===== src/design/qva_pkg.sv =====
// shared constants, types and saturation helpers for the quaternion vector alu
package qva_pkg;

    localparam int WORD_BITS = 32;
    localparam int FRAC_BITS = 16;
    localparam int PROD_BITS = 2 * WORD_BITS;
    localparam int PAIR_BITS = PROD_BITS + 1;
    localparam int WIDE_BITS = PROD_BITS + 4;
    localparam int NUM_BITS  = WORD_BITS + FRAC_BITS;
    localparam int DIV_LAT   = NUM_BITS + 2;
    localparam int RAD_BITS  = PROD_BITS + 2;
    localparam int ROOT_BITS = RAD_BITS / 2;
    localparam int SQRT_LAT  = ROOT_BITS + 2;

    localparam logic [3:0] OP_ADD  = 4'd0;
    localparam logic [3:0] OP_SUB  = 4'd1;
    localparam logic [3:0] OP_MUL  = 4'd2;
    localparam logic [3:0] OP_DIV  = 4'd3;
    localparam logic [3:0] OP_MULS = 4'd4;
    localparam logic [3:0] OP_DIVS = 4'd5;
    localparam logic [3:0] OP_HAM  = 4'd6;
    localparam logic [3:0] OP_CONJ = 4'd7;
    localparam logic [3:0] OP_NEG  = 4'd8;
    localparam logic [3:0] OP_ROT  = 4'd9;
    localparam logic [3:0] OP_MAG  = 4'd10;

    typedef logic signed [WORD_BITS-1:0] word_t;
    typedef logic signed [PROD_BITS-1:0] prod_t;
    typedef logic signed [PAIR_BITS-1:0] pair_t;
    typedef logic signed [WIDE_BITS-1:0] wide_t;

    typedef struct packed {
        word_t val;
        logic  ov;
    } sat_t;

    typedef struct packed {
        word_t val;
        logic  ov;
        logic  dz;
    } div_res_t;

    typedef struct packed {
        logic [3:0][WORD_BITS-1:0] c;
        logic                      ov;
        logic                      dz;
    } res_t;

    localparam word_t WORD_MAX = {1'b0, {(WORD_BITS-1){1'b1}}};
    localparam word_t WORD_MIN = {1'b1, {(WORD_BITS-1){1'b0}}};
    localparam wide_t HALF_LSB = wide_t'(1) <<< (FRAC_BITS - 1);

    function automatic sat_t sat_word(input wide_t v);
        sat_t r;
        r.ov  = 1'b0;
        r.val = v[WORD_BITS-1:0];
        if (v < wide_t'(WORD_MIN))
        begin
            r.val = WORD_MIN;
            r.ov  = 1'b1;
        end
        else if (v > wide_t'(WORD_MAX))
        begin
            r.val = WORD_MAX;
            r.ov  = 1'b1;
        end
        return r;
    endfunction

    function automatic sat_t round_sat(input wide_t v);
        wide_t t;
        t = v + HALF_LSB;
        t = t >>> FRAC_BITS;
        return sat_word(t);
    endfunction

endpackage


===== src/design/qva_sqrt.sv =====
// pipelined digit-by-digit square root, one root bit per stage, rounded to nearest
module qva_sqrt (
    input  logic                          clk,
    input  logic [qva_pkg::RAD_BITS-1:0]  radicand,
    output qva_pkg::sat_t                 root
);

    localparam int R  = qva_pkg::RAD_BITS;
    localparam int RB = qva_pkg::ROOT_BITS;
    localparam int MB = RB + 3;

    typedef struct packed {
        logic [MB-1:0] rem;
        logic [RB-1:0] root;
        logic [R-1:0]  rad;
    } sstage_t;

    sstage_t         st_reg  [0:RB];
    sstage_t         st_next [0:RB];
    logic [MB-1:0]   rem2    [1:RB];
    logic [MB-1:0]   trial   [1:RB];
    logic [RB:0]     root_rnd;
    qva_pkg::sat_t   root_next;
    qva_pkg::sat_t   root_reg;

    always_comb
    begin
        st_next[0].rem  = '0;
        st_next[0].root = '0;
        st_next[0].rad  = radicand;
        for (int k = 0; k < RB; k++)
        begin
            rem2[k+1]  = {st_reg[k].rem[MB-3:0], st_reg[k].rad[R-1:R-2]};
            trial[k+1] = MB'({st_reg[k].root, 2'b01});
            st_next[k+1].rad = {st_reg[k].rad[R-3:0], 2'b00};
            if (rem2[k+1] >= trial[k+1])
            begin
                st_next[k+1].rem  = rem2[k+1] - trial[k+1];
                st_next[k+1].root = {st_reg[k].root[RB-2:0], 1'b1};
            end
            else
            begin
                st_next[k+1].rem  = rem2[k+1];
                st_next[k+1].root = {st_reg[k].root[RB-2:0], 1'b0};
            end
        end
    end

    always_comb
    begin
        root_rnd = {1'b0, st_reg[RB].root};
        if (st_reg[RB].rem > MB'(st_reg[RB].root))
        begin
            root_rnd = root_rnd + 1'b1;
        end
        root_next = qva_pkg::sat_word(qva_pkg::wide_t'(root_rnd));
    end

    always_ff @(posedge clk)
    begin
        for (int k = 0; k <= RB; k++)
        begin
            st_reg[k] <= st_next[k];
        end
        root_reg <= root_next;
    end

    assign root = root_reg;

endmodule


===== config.mk =====
export PLATFORM = sky130hd
export DESIGN_NAME = qva_sqrt
export DESIGN_NICKNAME = d
export VERILOG_FILES = /design/src/design/qva_pkg.sv /design/src/design/qva_sqrt.sv
export SDC_FILE = /design/constraint.sdc
export NUM_CORES = 2
export LEC_CHECK = 0
export BUFFER_PORTS_ARGS = -buffer_cell sky130_fd_sc_hd__buf_2
export CORE_UTILIZATION = 55
export CTS_CLUSTER_DIAMETER = 40
export DETAILED_ROUTE_END_ITERATION = 12
export GPL_TIMING_DRIVEN = 1
export PLACE_DENSITY_LB_ADDON = 0.25
export SYNTH_ARGS = -nofsm -noshare
export SYNTH_HDL_FRONTEND = slang
export SYNTH_MEMORY_MAX_BITS = 65536
export SYNTH_SLANG_ARGS = --single-unit

===== constraint.sdc =====
create_clock -name clk -period 3.3 [get_ports clk]
set_input_delay 0.99 -clock clk [delete_from_list [all_inputs] [get_ports clk]]
set_output_delay 0.99 -clock clk [all_outputs]
set_load 0.01 [all_outputs]

==> out/metrics.json <==
{
  "job": {
    "cap_viol_max_count": 0
  },
  "sta": {
    "final_hold_viol_count": 0,
    "slew_headroom": 0.482,
    "min_period_over_period": 0.980,
    "setup_violations": 0,
    "timing_worst_slew_pin_value_ns": 0.769,
    "timing.final.ws_setup_ns": 0.0653,
    "layout_min_cycle_time_ns": 3.23,
    "fin_setup_tns_ns": 0,
    "maxSlewViolCount": 0,
    "rsz0062_at_grt": "yes",
    "worst_clock_skew_ns": 0.0701,
    "max_freq_mhz": 309
  },
  "setup_path": {
    "worst_path_max_delay_cell": "sky130_fd_sc_hd__a211o_1",
    "worst_path_most_repeated_cell": "sky130_fd_sc_hd__a21o_1",
    "end_kind": "flop",
    "path_depth": 12,
    "cp_top_delay_family": "compound AO/OA/AOI/OAI gates",
    "crit_path_max_fo": 3,
    "worst-r2r-cell-count": 12,
    "worst-endpoint-arrival_ns": 4.02,
    "timing.critical_path.from_type": "flop",
    "max_stage_delay_ns": 0.36,
    "critical_path_cell_by_cell": "inv_1 > ha_1 > a21o_1 > a21o_1 > nor4_1 > a211oi_1 > a22o_1 > a211o_1 > a311oi_2 > o21ai_1 > a211oi_2 > mux2_2",
    "worst-r2r-setup-slack_ns": 0.07,
    "worst_endpoint_required_time_ns": 4.09,
    "timing.setup.critical_path_class": "reg2reg",
    "worst_path_bufs_invs": 1
  },
  "logic_synthesis": {
    "synthesis_warnings": 0,
    "synthesis.area_mm2": 0.102,
    "flops_latches_synth": 2789,
    "sequential_element_share_of_the_synthesized_area": 0.550,
    "postSynth.topFlopCell": "sky130_fd_sc_hd__dfxtp_1",
    "postSynthCellCount": 9940,
    "synthDominantCellAreaShare": 0.550,
    "synthTopCellsByArea": "sky130_fd_sc_hd__dfxtp_1 (55%), sky130_fd_sc_hd__ha_1 (7.8%), sky130_fd_sc_hd__xnor2_1 (4.0%)",
    "post-synth-top-area-cell": "sky130_fd_sc_hd__dfxtp_1",
    "syn_area_per_cell_um2": 10.2,
    "synth.distinct_cells": 91,
    "async_flop_share": 0,
    "synth_edf_count": 0
  },
  "floorplan": {
    "starting_density_of_the_core": 0.554,
    "dieHeight_um": 432,
    "fp.dieW_um": 432,
    "fp.dieArea_mm2": 0.186,
    "core.rowCount": 157,
    "boundaryPins": 100,
    "fp.coreArea_mm2": 0.183
  },
  "route": {
    "drtIter0Drc": 4312,
    "ant_nets": 0,
    "vias": 70800,
    "routed_wirelength_um": 219000,
    "detail_route.drc_violations": 0,
    "viasPerCell": 5.26,
    "drt_pre_antenna_iters": 6,
    "drt-wirelength-per-cell_um": 16.3
  },
  "hold_path": {
    "worst_hold_path.num_cells": 1,
    "hold_path_class": "in2reg"
  },
  "clock_network": {
    "tritoncts": "yes",
    "clock_tree.htree_level_count": 5,
    "clk_pin_slew_worst_paths_ns": 0.06,
    "cts_max_path_bufs": 4,
    "cts-root-buf": "sky130_fd_sc_hd__clkbuf_16",
    "cts_made_buffers": 356,
    "insertion_delay_ns": 0.93,
    "cts_sinks": 2789
  },
  "global_route": {
    "grt_start_max_net_pins": 50,
    "grt_first_pass_wirelength_um": 350000,
    "number_of_antenna_violations_at_the_first_check_in_global_routing": 2,
    "grt_usage": 0.228,
    "gr-total-overflow": 0,
    "grt_pass1_vias": 69000
  },
  "power_and_ir_drop": {
    "p_seq_frac": 0.442,
    "power.net_switching_uw": 27800,
    "p_comb_frac": 0.172,
    "power.static_leakage_uw": 0.0578,
    "power.switching_fraction": 0.283,
    "power_frac_clock": 0.385,
    "power.internal_uw": 70600,
    "ir_worst_vdd_uv": 695,
    "power.density_mw_per_mm2": 810
  },
  "placement": {
    "dp.cells": 12800,
    "buffer_ports.inserted": 99,
    "placed_cell_area_mm2": 0.108,
    "detailedPlacementHpwl_um": 161000,
    "routabilityCongestion": 0.950,
    "preCtsSetupSlack_ns": -0.336
  },
  "final_layout": {
    "share_of_the_core_filled_with_cells": 0.663,
    "fin_cells": 13500,
    "finalNetCount": 11400,
    "finalInstanceArea_mm2": 0.122,
    "final_common_cell": "sky130_fd_sc_hd__dfxtp_1",
    "number_of_flip_flops_in_the_largest_register": 2756,
    "layout-area-overhead-vs-synth_pct": 19.7,
    "mostFrequentLayoutCells": "sky130_fd_sc_hd__dfxtp_1 (2,772), sky130_fd_sc_hd__inv_1 (799), sky130_fd_sc_hd__nand2_1 (748), sky130_fd_sc_hd__ha_1 (621), sky130_fd_sc_hd__nor2_1 (527)",
    "layout-drive-gt1-share": 0.142
  },
  "run_status": {
    "status": "finished, final reports clean"
  }
}
## cells in the mapped netlist, types with 52 or more instances
library cell               instances
sky130_fd_sc_hd__nand2b_1         96
sky130_fd_sc_hd__a21oi_1         529
sky130_fd_sc_hd__xnor2_1         466
sky130_fd_sc_hd__xor2_1          446
sky130_fd_sc_hd__nor2_1          532
sky130_fd_sc_hd__nor3_1          287
sky130_fd_sc_hd__and3_1           54
sky130_fd_sc_hd__o31ai_1          81
sky130_fd_sc_hd__nor4_1          122
sky130_fd_sc_hd__a21o_1          299
sky130_fd_sc_hd__inv_1           802
sky130_fd_sc_hd__o21bai_1         52
sky130_fd_sc_hd__nand2_1         749
sky130_fd_sc_hd__dfxtp_1        2789
sky130_fd_sc_hd__or3_1           105
sky130_fd_sc_hd__a31oi_1          54
sky130_fd_sc_hd__mux2_2           80
sky130_fd_sc_hd__ha_1            632
sky130_fd_sc_hd__or4_1            55
sky130_fd_sc_hd__o21a_1          122
sky130_fd_sc_hd__o21ai_0         552
sky130_fd_sc_hd__nand3_1         127
sky130_fd_sc_hd__nand4_1         103
sky130_fd_sc_hd__clkbuf_1        152
sky130_fd_sc_hd__nor2b_1          85
## worst reg2reg max path, cell delays in order (launching register included)
cell,delay [ns]
sky130_fd_sc_hd__dfxtp_1,0.32
sky130_fd_sc_hd__inv_1,0.05
sky130_fd_sc_hd__ha_1,0.30
sky130_fd_sc_hd__a21o_1,0.19
sky130_fd_sc_hd__a21o_1,0.19
sky130_fd_sc_hd__nor4_1,0.17
sky130_fd_sc_hd__a211oi_1,0.14
sky130_fd_sc_hd__a22o_1,0.24
sky130_fd_sc_hd__a211o_1,0.36
sky130_fd_sc_hd__a311oi_2,0.35
sky130_fd_sc_hd__o21ai_1,0.20
sky130_fd_sc_hd__a211oi_2,0.27
sky130_fd_sc_hd__mux2_2,0.35
## through the flow
| step | total power, uW | hold slack [ns] |
|---|---|---|
| final | 98400 | 0.137 |
| after global routing | 103000 | 0.0772 |
| after detailed placement | 60400 | 0.312 |
| after global placement | 59900 | 0.310 |
| after floorplan | 54600 | 0.310 |
| after CTS | 98700 | 0.0678 |
## power by group through the flow
stage,registers [uW],logic (uW),clock network (uW)
after floorplan,42500,12100,0
after global placement,44000,15900,0
after detailed placement,44100,16300,0
after CTS,43500,16500,38700
after global routing,44100,18800,40300
final,43500,17000,37900
## kinds of logic (layout without fill, tap and decap cells)
family | Yosys count | count (layout) | synth area share
buffers and inverters | 981 | 2026 | 0.0365
muxes | 89 | 89 | 0.00977
and+or+nand+nor | 2523 | 2525 | 0.123
DFF | 2789 | 2789 | 0.550
other | 1 | 3 | 0.0000369
AOI/OAI and AO/OA | 2013 | 2014 | 0.124
xor gates and xnor gates | 912 | 912 | 0.0787
adders and majority gates | 632 | 632 | 0.0779
## timing repair
| item | 4_1_cts | 5_1_grt |
|---|---|---|
| endpoints found under the setup margin | 173 | 516 |
| cloned | 2 | 3 |
| pin swaps | 11 | 56 |
| setup buffers | 5 | 13 |
| hold buffers | 0 | 0 |
| resized for setup | 56 | 236 |
## layout make-up
cell class	count	area, um2
multi-input cells	6174	43300
inverters	804	3020
repair buffers	590	4390
diodes	1	2.50
clock buffers	442	9730
fillers	14100	61700
well taps	2464	3080
flip-flops and latches	2789	55900
clock inverters	190	2190
## metal layers
layer  track usage  vias to the layer above  share of wire
met5             0                        -       0.000059
met4        0.0770                        2          0.029
met3        0.0347                      479          0.044
met2         0.371                     1526           0.45
met1         0.310                    33100           0.47
li1              -                    35700              -
## final timing paths
check                    startpoint                 endpoint
max          st_reg[30][70]$_DFF_P_  st_reg[31][132]$_DFF_P_
min                    radicand[49]    st_reg[0][49]$_DFF_P_
max reg2reg  st_reg[30][70]$_DFF_P_  st_reg[31][132]$_DFF_P_
min reg2reg  st_reg[20][57]$_DFF_P_   st_reg[21][59]$_DFF_P_
No activity file was read; power rests on OpenSTA's default activity.
